`src/design/urcm_pkg.sv`:
```
`timescale 1ns / 1ps
// ----------------------------------------------------------------------------
// urcm_pkg
// Shared types and constants of the un-premultiply / rounded-corner mask unit.
// ----------------------------------------------------------------------------
package urcm_pkg;

    localparam logic [12:0] DIM_MAX  = 13'd4096;
    localparam logic [4:0]  SUB_ONE  = 5'd16;   // one pixel in 1/16 pixel
    localparam logic [3:0]  SUB_HALF = 4'd8;    // half a pixel in 1/16 pixel
    localparam int unsigned NUM_STAGES = 13;

    typedef enum logic [1:0] {
        REG_FRAME_WIDTH  = 2'd0,
        REG_FRAME_HEIGHT = 2'd1,
        REG_CORNER_RADIUS = 2'd2,
        REG_SOURCE_IS_RGBA = 2'd3
    } reg_index_t;

    // Payload carried through every pipeline stage; later stages fill later fields.
    typedef struct packed {
        logic [15:0]       r;
        logic              rzero;
        logic [16:0]       hix;
        logic [16:0]       hiy;
        logic [15:0]       px;
        logic [15:0]       py;
        logic [16:0]       dx;
        logic [16:0]       dy;
        logic              far;
        logic [31:0]       sx;
        logic [31:0]       sy;
        logic [31:0]       s;
        logic [17:0]       rem_s;
        logic [15:0]       root;
        logic [7:0]        a;
        logic [2:0][15:0]  num;
        logic [2:0][7:0]   qrem;
        logic [2:0][7:0]   q;
        logic [2:0]        sat;
        logic [7:0]        ob;
        logic [7:0]        og;
        logic [7:0]        orr;
        logic [7:0]        oa;
    } pipe_t;

endpackage

```
`src/design/urcm_iter.sv`:
```
`timescale 1ns / 1ps
// ----------------------------------------------------------------------------
// urcm_iter
// One iteration stage: two digits of the integer square root and one
// quotient bit of each color channel division.
// ----------------------------------------------------------------------------
module urcm_iter
(
    input  urcm_pkg::pipe_t i_stage,
    output urcm_pkg::pipe_t o_stage
);

    logic [19:0] rem;
    logic [19:0] trial;
    logic [8:0]  div9;

    always_comb
    begin
        rem     = '0;
        trial   = '0;
        div9    = '0;
        o_stage = i_stage;
        // square root: bring down two bits, try root*4+1
        for (int k = 0; k < 2; k++)
        begin
            rem   = {o_stage.rem_s, o_stage.s[31:30]};
            trial = {2'b00, o_stage.root, 2'b01};
            o_stage.s = {o_stage.s[29:0], 2'b00};
            if (rem >= trial)
            begin
                o_stage.rem_s = 18'(rem - trial);
                o_stage.root  = {o_stage.root[14:0], 1'b1};
            end
            else
            begin
                o_stage.rem_s = rem[17:0];
                o_stage.root  = {o_stage.root[14:0], 1'b0};
            end
        end
        // restoring division, one quotient bit per channel
        for (int c = 0; c < 3; c++)
        begin
            div9 = {o_stage.qrem[c], o_stage.num[c][7]};
            o_stage.num[c] = {o_stage.num[c][14:0], 1'b0};
            if (div9 >= {1'b0, o_stage.a})
            begin
                o_stage.qrem[c] = 8'(div9 - {1'b0, o_stage.a});
                o_stage.q[c]    = {o_stage.q[c][6:0], 1'b1};
            end
            else
            begin
                o_stage.qrem[c] = div9[7:0];
                o_stage.q[c]    = {o_stage.q[c][6:0], 1'b0};
            end
        end
    end

endmodule

```
`config.mk`:
```
export PLATFORM = sky130hd
export DESIGN_NAME = urcm_iter
export DESIGN_NICKNAME = d
export VERILOG_FILES = /design/src/design/urcm_pkg.sv /design/src/design/urcm_iter.sv
export SDC_FILE = /design/constraint.sdc
export NUM_CORES = 1
export LEC_CHECK = 0
export BUFFER_PORTS_ARGS = -buffer_cell sky130_fd_sc_hd__buf_2
export CORE_AREA = 2 2 298 300
export DETAILED_ROUTE_END_ITERATION = 10
export DIE_AREA = 0 0 300 302
export PLACE_DENSITY = 0.33
export SETUP_SLACK_MARGIN = 0.5
export SLEW_MARGIN = 20
export SYNTH_ARGS = -nofsm -noshare
export SYNTH_HDL_FRONTEND = slang
export SYNTH_SLANG_ARGS = --single-unit
```
`constraint.sdc`:
```
create_clock -name vclk -period 5
set_input_delay 0.25 -clock vclk [all_inputs]
set_output_delay 0.25 -clock vclk [all_outputs]
set_load 0.05 [all_outputs]
```
==> results.md, run 1 <==
Timing:
- The max-slew violation count is 0.
- The post-route fraction of the period consumed by the critical path is 94.25%.
- The maximum clock frequency is 0.2122 GHz.
- The worst path in the final design needs a cycle of 4.712 ns, including I/O delays and setup.
- Setup total negative slack on the finished layout was measured at 0 ns.
- The worst pin sits at a relative slew slack of 48.07%.
- The number of hold violations in the final report is 0.
- Setup violations remaining at the end of the flow were counted as 0.
- Setup repair after global routing could not meet its margin everywhere.
- For the pin with the worst max-slew slack, the measured transition is just under 0.8 ns.

Die:
- The die area is 90600 um2.
- The total area inside the core boundary comes to 87560 um2.
- Measured along the x axis, the die boundary spans 300 um.
- The die height is roughly 300 um.
- The initial utilization of the core area, before any placement, comes to 6.991%.
- During I/O placement, the number of pins put on the boundary was 774.
- The floorplan has 109 rows.

Setup path:
- Along the worst path, the maximum fanout reaches 8.
- The worst setup path is captured at an output pin.
- The worst setup path is launched from an input port.
- The startpoint-to-endpoint class of the critical path is input port to output pin.
- At the worst endpoint, the arrival time is 4.46 ns.
- The data required time of the worst path is 4.75 ns.

Cells and area:
- Compared with the post-synthesis result, the final layout area differs by 19.07%.
- The number of nets in the final layout is 1190.
- The number of filler instances in the final layout is 10298.
- The area taken by flip-flops and latches is 0 um2.
- The fraction of layout cells with a size suffix above 1 is between 40% and 50%.
- The design has 0 sequential cells.
- The layout has 0 clock buffers.
- The cell area after layout is about 7300 um2.

Routing:
- The first-pass iteration count of the detailed router is 4.
- The routed design has 24840 um of wire.
- The via count is 5042.
- Dividing the detail-routed wire length by the instance count gives 13.04 um.
- The number of vias per cell after detailed routing is 2.647.
- The number of remaining DRC errors is 0.
- The number of nets with antenna violations after routing is 0.
- The detailed router finished its first iteration with 211 violations.

Logic synthesis:
- The commonest cells after synthesis are sky130_fd_sc_hd__buf_4 (340), sky130_fd_sc_hd__ha_1 (60), sky130_fd_sc_hd__inv_1 (58).
- The distinct cell type count after synthesis is 60.
- The netlist area before placement is 6121 um2.
- The synthesized area divided by synthesized cell count is 7.304 um2.
- The number of warnings printed during yosys synthesis is 0.
- The post-synthesis sequential area ratio is 0%.
- The most common cell in the synthesized netlist is sky130_fd_sc_hd__buf_4.
- By area the synthesized netlist is led by sky130_fd_sc_hd__buf_4 (42%), sky130_fd_sc_hd__ha_1 (12%), sky130_fd_sc_hd__mux2_2 (5.0%).
- The synthesized design spends more area on one cell type than any other, namely sky130_fd_sc_hd__buf_4.
- Synthesis produced 838 cells.
- In this run the biggest area consumer among cell types represents 41.70% of the synthesized area.

Power and ir drop:
- The switching part of the total is 57.64%.
- The worst-case vdd ir drop is 0.2717 mV.
- For this design the ratio of total power to cell area is 283.1 nW/um2.
- The clock share of power is 0%.
- The analysis attributes to cell leakage a power of between 0.002 and 0.003 uW.
- Of the total power, combinational logic draws 100.0%.
- The share of total power dissipated in sequential elements is 0%.
- The net switching component of the power is 1189 uW.
- The internal power component is about 870 uW.

GRT:
- Entering global routing, the biggest net connects 10 pins.
- For this run, the total global-route usage over all layers was measured as 5.112%.
- The via count of the first global-routing pass is between 5000 and 6000.
- The wire length of the first global-routing pass is 34910 um.
- The number of antenna violations at the first check in global routing is 5.
- The total overflow left after global routing is 0.

Status:
- The run finished with clean final reports.

Job:
- Across the run, the number of max-cap violations was 0.

Worst hold path:
- The type of the tightest min-delay check is input port to output pin.
- The cell depth of the worst min-delay path is 0.
- The source of the worst hold timing path is i_stage[111].
- The endpoint with the worst hold slack is o_stage[112].

Clocking:
- Hold repair after CTS inserted 0 buffers.

Placement:
- The placed instance area is 6628 um2.
- At the end of routability-driven placement, the weighted congestion stood at 0.8248.
- After legalization and detailed placement, the total HPWL measured about 22000 um.
- The number of port buffers is 145.
## routing by layer
layer | share of wire (%) | up-vias | global-route usage [%]
met5 | 0.044 | - | 0.1553
met4 | 6.2 | 2 | 2.929
met3 | 13 | 136 | 2.492
met2 | 44 | 425 | 8.281
met1 | 37 | 2184 | 5.406
li1 | - | 2295 | -
## stage by stage
stage	utilization [%]	instances	power, uW	hold slack [ns]	setup WS [ns]
floorplan	-	844	1924	0.6325	0.4399
global placement	7.570	1881	1822	0.5003	-0.2213
detailed placement	7.570	1881	1821	0.5003	-0.2367
CTS	8.157	1897	2048	0.5003	0.2010
global route	8.318	1903	2211	0.5001	0.09163
finish	8.324	1905	2063	0.5000	0.2877
## how the worst max path moves through the flow
stage,slack [ns],start,depth (start not counted),to
floorplan,0.44,i_stage[144],18,o_stage[156]
global placement,-0.22,i_stage[144],21,o_stage[160]
detailed placement,-0.24,i_stage[144],21,o_stage[160]
CTS,0.20,i_stage[143],24,o_stage[165]
global route,0.09,i_stage[146],24,o_stage[155]
finish,0.29,i_stage[141],20,o_stage[165]
## layout by cell type (no fill, tap or decap), types with 5 or more instances in the layout
cell / synthesis / final
sky130_fd_sc_hd__buf_2: 2 / 122
sky130_fd_sc_hd__buf_4: 340 / 92
sky130_fd_sc_hd__inv_1: 58 / 49
sky130_fd_sc_hd__nor2_1: 45 / 42
sky130_fd_sc_hd__ha_1: 60 / 42
sky130_fd_sc_hd__nand2_1: 30 / 29
sky130_fd_sc_hd__o21ai_0: 36 / 26
sky130_fd_sc_hd__a21oi_1: 29 / 25
sky130_fd_sc_hd__xnor2_1: 26 / 24
sky130_fd_sc_hd__buf_6: 0 / 22
sky130_fd_sc_hd__mux2_2: 27 / 20
sky130_fd_sc_hd__ha_4: 0 / 16
sky130_fd_sc_hd__nand4_1: 15 / 15
sky130_fd_sc_hd__a21o_1: 15 / 15
sky130_fd_sc_hd__xor2_1: 11 / 11
sky130_fd_sc_hd__mux2_4: 4 / 11
sky130_fd_sc_hd__nor2b_1: 11 / 11
sky130_fd_sc_hd__a21boi_0: 11 / 10
sky130_fd_sc_hd__o21ai_1: 0 / 9
sky130_fd_sc_hd__nand2b_1: 7 / 7
sky130_fd_sc_hd__and3_1: 7 / 7
sky130_fd_sc_hd__conb_1: 1 / 7
sky130_fd_sc_hd__mux2i_1: 10 / 6
sky130_fd_sc_hd__buf_12: 1 / 6
sky130_fd_sc_hd__nor3_1: 8 / 5
## critical path, cell delays in order
cell	delay, ns
sky130_fd_sc_hd__buf_6	0.08
sky130_fd_sc_hd__clkinvlp_4	0.14
sky130_fd_sc_hd__ha_4	0.30
sky130_fd_sc_hd__nand4_1	0.18
sky130_fd_sc_hd__a211oi_2	0.35
sky130_fd_sc_hd__o311ai_4	0.16
sky130_fd_sc_hd__a31o_4	0.31
sky130_fd_sc_hd__a2111oi_4	0.20
sky130_fd_sc_hd__a21o_1	0.21
sky130_fd_sc_hd__ha_4	0.22
sky130_fd_sc_hd__a2111o_1	0.42
sky130_fd_sc_hd__o22ai_2	0.22
sky130_fd_sc_hd__o21ai_1	0.08
sky130_fd_sc_hd__a21o_1	0.17
sky130_fd_sc_hd__o21bai_4	0.18
sky130_fd_sc_hd__a31oi_4	0.24
sky130_fd_sc_hd__buf_12	0.17
sky130_fd_sc_hd__buf_6	0.10
sky130_fd_sc_hd__mux2i_4	0.29
sky130_fd_sc_hd__buf_12	0.17
## cells by family (layout without fill, tap and decap cells)
group / after synthesis / after routing / share of synthesized area (%)
adders and majority gates: 63 / 63 / 13.25
other: 1 / 9 / 0.06127
AOI/OAI and AO/OA: 136 / 137 / 15.15
buffers and inverters: 411 / 304 / 46.36
xor gates and xnor gates: 37 / 37 / 5.294
and+or+nand+nor: 148 / 148 / 12.08
muxes: 42 / 42 / 7.809
## power by group through the flow
| stage | sequential [uW] | combinational [uW] | clock [uW] |
|---|---|---|---|
| 6_report | 0 | 2060 | 0.0000539 |
| 5_1_grt | 0 | 2210 | 0 |
| 4_1_cts | 0 | 2050 | 0 |
| 3_5_place_dp | 0 | 1820 | 0 |
| 3_3_place_gp | 0 | 1820 | 0 |
| 2_1_floorplan | 0 | 1920 | 0 |
## cell type report
type	count	area [um2]	area share (%)
inverters	58	236.5	3.245
well taps	1165	1458	20.00
multi-input cells	434	3860	52.96
diodes	2	5.005	0.06867
repair buffers	246	1729	23.73
## timing repair
item / in CTS / in global routing
gates cloned: 1 / 0
pin swaps: 24 / 13
hold endpoints to repair: 0 / 0
setup endpoints to repair: 19 / 19
gates resized for setup: 92 / 20
setup buffers: 15 / 6
(Power assumes the default switching activity.)
==> run 2, diff against run 1 <==
--- a/config.mk
+++ b/config.mk
@@ -9,7 +9,7 @@
 export CORE_AREA = 2 2 298 300
 export DETAILED_ROUTE_END_ITERATION = 10
 export DIE_AREA = 0 0 300 302
-export PLACE_DENSITY = 0.33
+export PLACE_DENSITY = 0.38
 export SETUP_SLACK_MARGIN = 0.5
 export SLEW_MARGIN = 20
 export SYNTH_ARGS = -nofsm -noshare
==> run 2 against run 1 <==
Net effect: utilization is 0.16 points lower; fmax is 1.5% lower; wire length is 1.9% lower; combinational power hardly changed; largest cell class unchanged; highest routed layer unchanged.
==> results.md, run 2 (same netlist as run 1, synthesis figures left out) <==
Cells and area:
- The fraction of layout cells with a size suffix above 1 is 45.84%.
- The number of nets in the final layout is 1185.
- The design has 0 sequential cells.
- In the final layout, flip-flops and latches occupy 0 um2.
- The total of clock buffers placed in the layout is 0.
- Relative to the synthesized area, the layout overhead comes to 16.72%.
- In the layout the commonest cells are sky130_fd_sc_hd__buf_2 (123), sky130_fd_sc_hd__buf_4 (90), sky130_fd_sc_hd__inv_1 (50).
- The antenna diode count is 0.
- The leading cell type in the layout, fill and taps excluded is sky130_fd_sc_hd__buf_2.
- The finished layout holds 1898 standard cells, fillers aside.

Die:
- The die height is roughly 300 um.
- The core box area is 87560 um2.
- The number of rows in the core area is between 100 and 150.
- The die covers 90600 um2.
- The die is 300 um wide.
- In this run the count of I/O pins placed on the die edge is 774.
- Once the floorplan was initialized, standard cells occupied around 7% of the core.

Setup path:
- For the worst setup path, the data required time is 4.75 ns.
- The launch point of the critical path is i_stage[141].
- The maximum fanout along the worst path is 7.
- The signal arrival time at the worst endpoint is 4.53 ns.
- The kind of start point of the critical path is an input port.
- The maximum cell stage delay along the critical path is 0.41 ns.
- For this design, the slowest cell found on the critical path is sky130_fd_sc_hd__a2111o_1.
- The critical path is of the input port to output pin type.
- The worst setup path is captured at an output pin.
- The critical path goes through buf_2, inv_1, ha_4, nand4_1, a211oi_2, o311ai_4, a31o_4, a2111oi_4, a21o_1, ha_4, a2111o_1, o22ai_2, o21ai_1, a21o_1, o21bai_4, a31oi_4, buf_12, buf_16, mux2_4, buf_8.
- The critical path ends at o_stage[169].

Placement:
- The post-placement cell count is roughly 1900.
- At the placement stage, the worst setup path has a slack of -0.06005 ns.
- The number of port buffers is 145.
- The detailed placement HPWL is 21260 um.
- The congestion estimate from routability-driven global placement came to 0.7885.

Power and ir drop:
- The analysis attributes to cell leakage a power of 0.002874 uW.
- The power density over the cells is 284.4 nW/um2.
- The worst-case vdd ir drop is 0.2966 mV.
- The overall power after layout is ~2000 uW.

Timing:
- The final setup violation count is 0.
- The routed design could run at a clock period as short as 4.783 ns.
- For this run, the top clock speed supported by timing is 0.2091 GHz.
- The max-slew violation count is 0.
- The transition time at the pin with the least slew margin is 0.7186 ns.
- Setup repair after global routing could not meet its margin everywhere.
- The number of hold violations in the final report was 0.
- The tightest hold path in the finished design has a slack of 0.5000 ns.
- The final sum of negative setup slack is 0 ns.
- Measured against its own limit, the worst slew margin works out to 51.92%.
- The post-route fraction of the period consumed by the critical path is 95.66%.
- The smallest setup slack after layout is 0.2168 ns.

Clocking:
- Buffers inserted to repair hold after CTS numbered 0.

Status:
- The flow ran to the end, and the final reports show no timing, DRC or antenna violations.

Routing:
- After detailed routing, the average wire length per cell comes to around 13 um.
- The post-detailed-routing wire length is 24380 um.
- The first-pass iteration count of the detailed router is 4.
- The first routing iteration left 153 violations.
- The final route contains 4995 vias.
- After detailed routing, the number of remaining DRC violations is 0.
- The number of nets with antenna violations after routing is 0.
- The number of vias per cell after detailed routing is approximately 2.6.

GRT:
- The total congestion overflow is 0.
- The pin count of the biggest net entering global routing is 10.
- The number of antenna violations at the first check in global routing is 2.
- The wire length of the first global-routing pass is 33840 um.
- The overall global routing resource usage is 4.937%.
- The via count of the first global-routing pass came to 5270.

Worst hold path:
- The type of the tightest min-delay check is input port to output pin.
- The cell depth of the worst min-delay path is 0.

Job:
- The tool flagged a number of max-cap violations equal to 0.
## run 2: cell count changes in the layout (fill, tap and decap cells not counted), moves of 3 or more
cell | before | now
sky130_fd_sc_hd__buf_6 | 22 | 16
sky130_fd_sc_hd__buf_8 | 4 | 7
sky130_fd_sc_hd__ha_4 | 16 | 12
sky130_fd_sc_hd__ha_1 | 42 | 46
## run 2: area by class of cell
class                      count  area (um2)
fill                       10341       80410
multi-input combinational    434        3774
timing repair buffer         241        1684
tap                         1165        1458
inverter                      58       229.0
## run 2: per-stage QoR
stage	utilization (%)	cell area [um2]
finish	8.160	7144
global route	8.160	7144
CTS	7.993	6998
detailed placement	7.507	6573
global placement	7.507	6573
floorplan	-	6477
## run 2: worst min path at each step
stage | startpoint | end
CTS | i_stage[101] | o_stage[102]
detailed placement | i_stage[101] | o_stage[102]
finish | i_stage[28] | o_stage[28]
floorplan | i_stage[201] | o_stage[155]
global placement | i_stage[101] | o_stage[102]
global route | i_stage[85] | o_stage[86]
## run 2: timing repair
| action | 4_1_cts | 5_1_grt |
|---|---|---|
| resized for setup | 73 | 23 |
| endpoints found under the setup margin | 19 | 19 |
| buffers inserted | 13 | 6 |
| gates cloned | 2 | 0 |
| pin swaps | 21 | 18 |
## run 2: power by group
group,switching [uW],internal (uW)
registers,0,0
clock network,0,0
logic,1160,874
total,1160,874
## run 2: routing by layer
layer / up-vias / track usage [%] / part of all wire [%]
met5: - / 0.4141 / 0.20
met4: 4 / 2.655 / 6.1
met3: 118 / 2.550 / 13
met2: 415 / 8.655 / 47
met1: 2185 / 4.655 / 33
li1: 2273 / - / -
## run 2: critical path: cells and delay by family
family	cells	cell delay, ns
compound gates	11	2.59
buf+inv	5	0.64
fa+ha+maj	2	0.53
mux	1	0.31
simple gates	1	0.21
==> run 3, diff against run 2 <==
==> constraint.sdc (replaced) <==
create_clock -name vclk -period 4.2
set_input_delay 0.21 -clock vclk [all_inputs]
set_output_delay 0.21 -clock vclk [all_outputs]
set_load 0.05 [all_outputs]
==> run 3 against run 2 <==
Net effect: the run now ends with setup timing left; sequential cell count is the same; combinational power grew 30%; largest cell class unchanged; final cell count rose by 4.1%; highest routed layer unchanged.
==> results.md, run 3 (same netlist as run 1, synthesis figures left out) <==
Setup path:
- The critical path contains buffers and inverters numbering 8 combined.
- The data required time of the worst path is roughly 4 ns.
- In this design, the stage delay of the slowest critical-path cell is 0.35 ns.
- Among all stages on the critical path, the largest delay is contributed by sky130_fd_sc_hd__o311ai_4.
- Walking the worst path, the cells encountered are buf_2, inv_1, ha_4, nand4_1, a211oi_2, o311ai_4, a31o_4, clkinvlp_4, buf_6, buf_12, mux2_4, ha_4, a21o_1, a21oi_2, nor2_1, nor2_1, o21ai_2, a21o_1, o21bai_4, a31oi_4, buf_6, buf_8, mux2_4, buf_8.
- The setup path with the least slack is of type input port to output pin.
- The maximum fanout along the worst path is 6.
- The worst setup path is captured at an output pin.
- On the critical path the largest part of the delay comes from compound AO/OA/AOI/OAI gates.
- The signal arrival time at the worst endpoint is 4.56 ns.
- The kind of start point of the critical path is an input port.

Power and ir drop:
- The internal power component is 1185 uW.
- The clock share of power is 0%.
- The part of the power in combinational logic is 100.0%.
- The register share of total power is 0%.
- Power spread over the standard cell area amounts to 336.6 nW/um2.
- The leakage dissipation is 0.003297 uW.
- Summed over all nets, the switching power comes to approximately 1400 uW.
- Net switching is 54.91% of the power.
- VDD sags by at most 0.3338 mV.

Job:
- Across the run, the number of max-cap violations was 0.

Worst hold path:
- The endpoint with the worst hold slack is o_stage[177].
- The cell depth of the worst min-delay path is 0.
- The source of the worst hold timing path is i_stage[173].
- The min-delay analysis places its worst path in the category input port to output pin.

Placement:
- In this run the tool buffered the top-level ports with 145 buffer cells.
- The congestion estimate from routability-driven global placement came to 0.8020.
- Before CTS, the worst setup slack after placement is -1.013 ns.
- The post-placement cell count is between 1500 and 2000.
- Detailed placement finished with a half-perimeter wire length of 23050 um.

Cells and area:
- In the layout the commonest cells are sky130_fd_sc_hd__buf_4 (160), sky130_fd_sc_hd__buf_2 (123), sky130_fd_sc_hd__inv_1 (53).
- The area taken by flip-flops and latches is 0 um2.
- The net count of the finished layout is 1262.
- The post-route core utilization is 8.917%.
- The library cell used most frequently in the layout, excluding fill and tap cells, is sky130_fd_sc_hd__buf_4.
- The total of clock buffers placed in the layout is 0.
- The layout sequential cell count is 0.
- The area growth from synthesis to layout is 27.56%.
- The filler cells instantiated in the layout total 10353.
- The count of placed standard cells in the final layout, fillers left out is between 1500 and 2000.
- Cells with a size suffix above 1 make up 51.36% of the layout.
- The antenna diode count is 0.

Timing:
- The post-route fraction of the period consumed by the critical path is 113.5%.
- The final setup violation count is 19.
- The final sum of negative setup slack is -9.536 ns.
- The hold slack is roughly 0.42 ns.
- The smallest setup slack after layout is -0.5686 ns.
- The headroom to the max-slew limit is 46.10%.
- The number of hold violations in the final report is 0.
- The maximum clock frequency is 0.2097 GHz.
- Setup repair after global routing could not meet its margin everywhere.
- For the pin with the worst max-slew slack, the measured transition is ~0.8 ns.
- The max-slew violation count came to 0.
- The shortest clock period the worst path allows after layout is 4.769 ns.

Routing:
- The number of nets with antenna violations after routing is 0.
- The wire length per cell after detailed routing is approximately 13 um.
- For this run, design rule violations remaining after detail routing come to 0.
- The routed layout has approximately 5300 vias.
- The first-pass iteration count of the detailed router is 5.
- Wires add up to 26050 um.
- The detailed router's first-iteration violation count is roughly 170.
- The number of vias per cell after detailed routing is 2.699.

GRT:
- Global routing consumed, on the met2 layer, 9.271% of the routing resources.
- The met1 track utilization from global routing is 5.385%.
- Global routing used 2.212% of the available met3 tracks.
- The layer with the highest usage is met2.
- The first global-routing pass estimated 36160 um of wire.
- The via count of the first global-routing pass is 5599.
- The overall global routing resource usage is around 5.3%.
- The pin count of the biggest net entering global routing is 14.
- The number of antenna violations at the first check in global routing is 2.
- For this run the aggregate overflow at the end of global routing stands at 0.

Status:
- The final reports fail on setup timing.
- The flow ran to the end, but the final reports show violations.

Die:
- For this design the top-level I/O count stands at 774.
- For this configuration, the core starts out at a cell density of 6.991%.
- The die height is 302 um.
- The core box area is between 80000 and 90000 um2.
- The die width is 300 um.
- The die covers 90600 um2.
- Row generation in the floorplan step produced roughly 110 rows.

Clocking:
- The number of hold buffers added after CTS is 0.
[run 3: cell types whose count changed in the layout (fill, tap and decap cells not counted), sizes merged]
cell,previous run,this run
buf,241,317
inv,55,56
clkinvlp,3,2
clkbuf,0,1
[run 3: power by group through the flow]
stage	Clock, uW	Combinational (uW)	Sequential (uW)
floorplan	0	2300	0
CTS	0	2650	0
global placement	0	2290	0
detailed placement	0	2280	0
global route	0	2800	0
finish	0	2630	0
[run 3: layer usage]
metal | part of all wire [%] | vias to the layer above
li1 | - | 2438
met2 | 46 | 423
met5 | 0.061 | -
met4 | 6.5 | 2
met1 | 36 | 2339
met3 | 11 | 128
[run 3: worst max-delay path by stage]
stage                            start  cells after the start            to  slack [ns]
after floorplan           i_stage[144]                     18  o_stage[156]       -0.28
after global placement    i_stage[143]                     20  o_stage[164]       -0.95
after detailed placement  i_stage[143]                     20  o_stage[164]       -1.01
after CTS                 i_stage[143]                     24  o_stage[171]       -0.67
after global routing      i_stage[140]                     21  o_stage[165]       -0.83
final                     i_stage[141]                     24  o_stage[159]       -0.57
[run 3: per-stage QoR]
step	instance area (um2)	total power, uW
6_report	7807	2628
3_5_place_dp	7172	2276
5_1_grt	7807	2797
3_3_place_gp	7172	2293
4_1_cts	7737	2646
2_1_floorplan	6489	2298
[run 3: repair_timing]
action | CTS | global route
resized for setup | 98 | 14
cloned | 2 | 0
buffers inserted | 18 | 3
setup endpoints to repair | 23 | 24
pin swaps | 24 | 12
[run 3: layout make-up]
class              instances  area, um2  area share, %
repair buffers           318       2310          29.58
multi-input cells        434       3815          48.86
inverters                 58      225.2          2.885
well taps               1165       1458          18.67
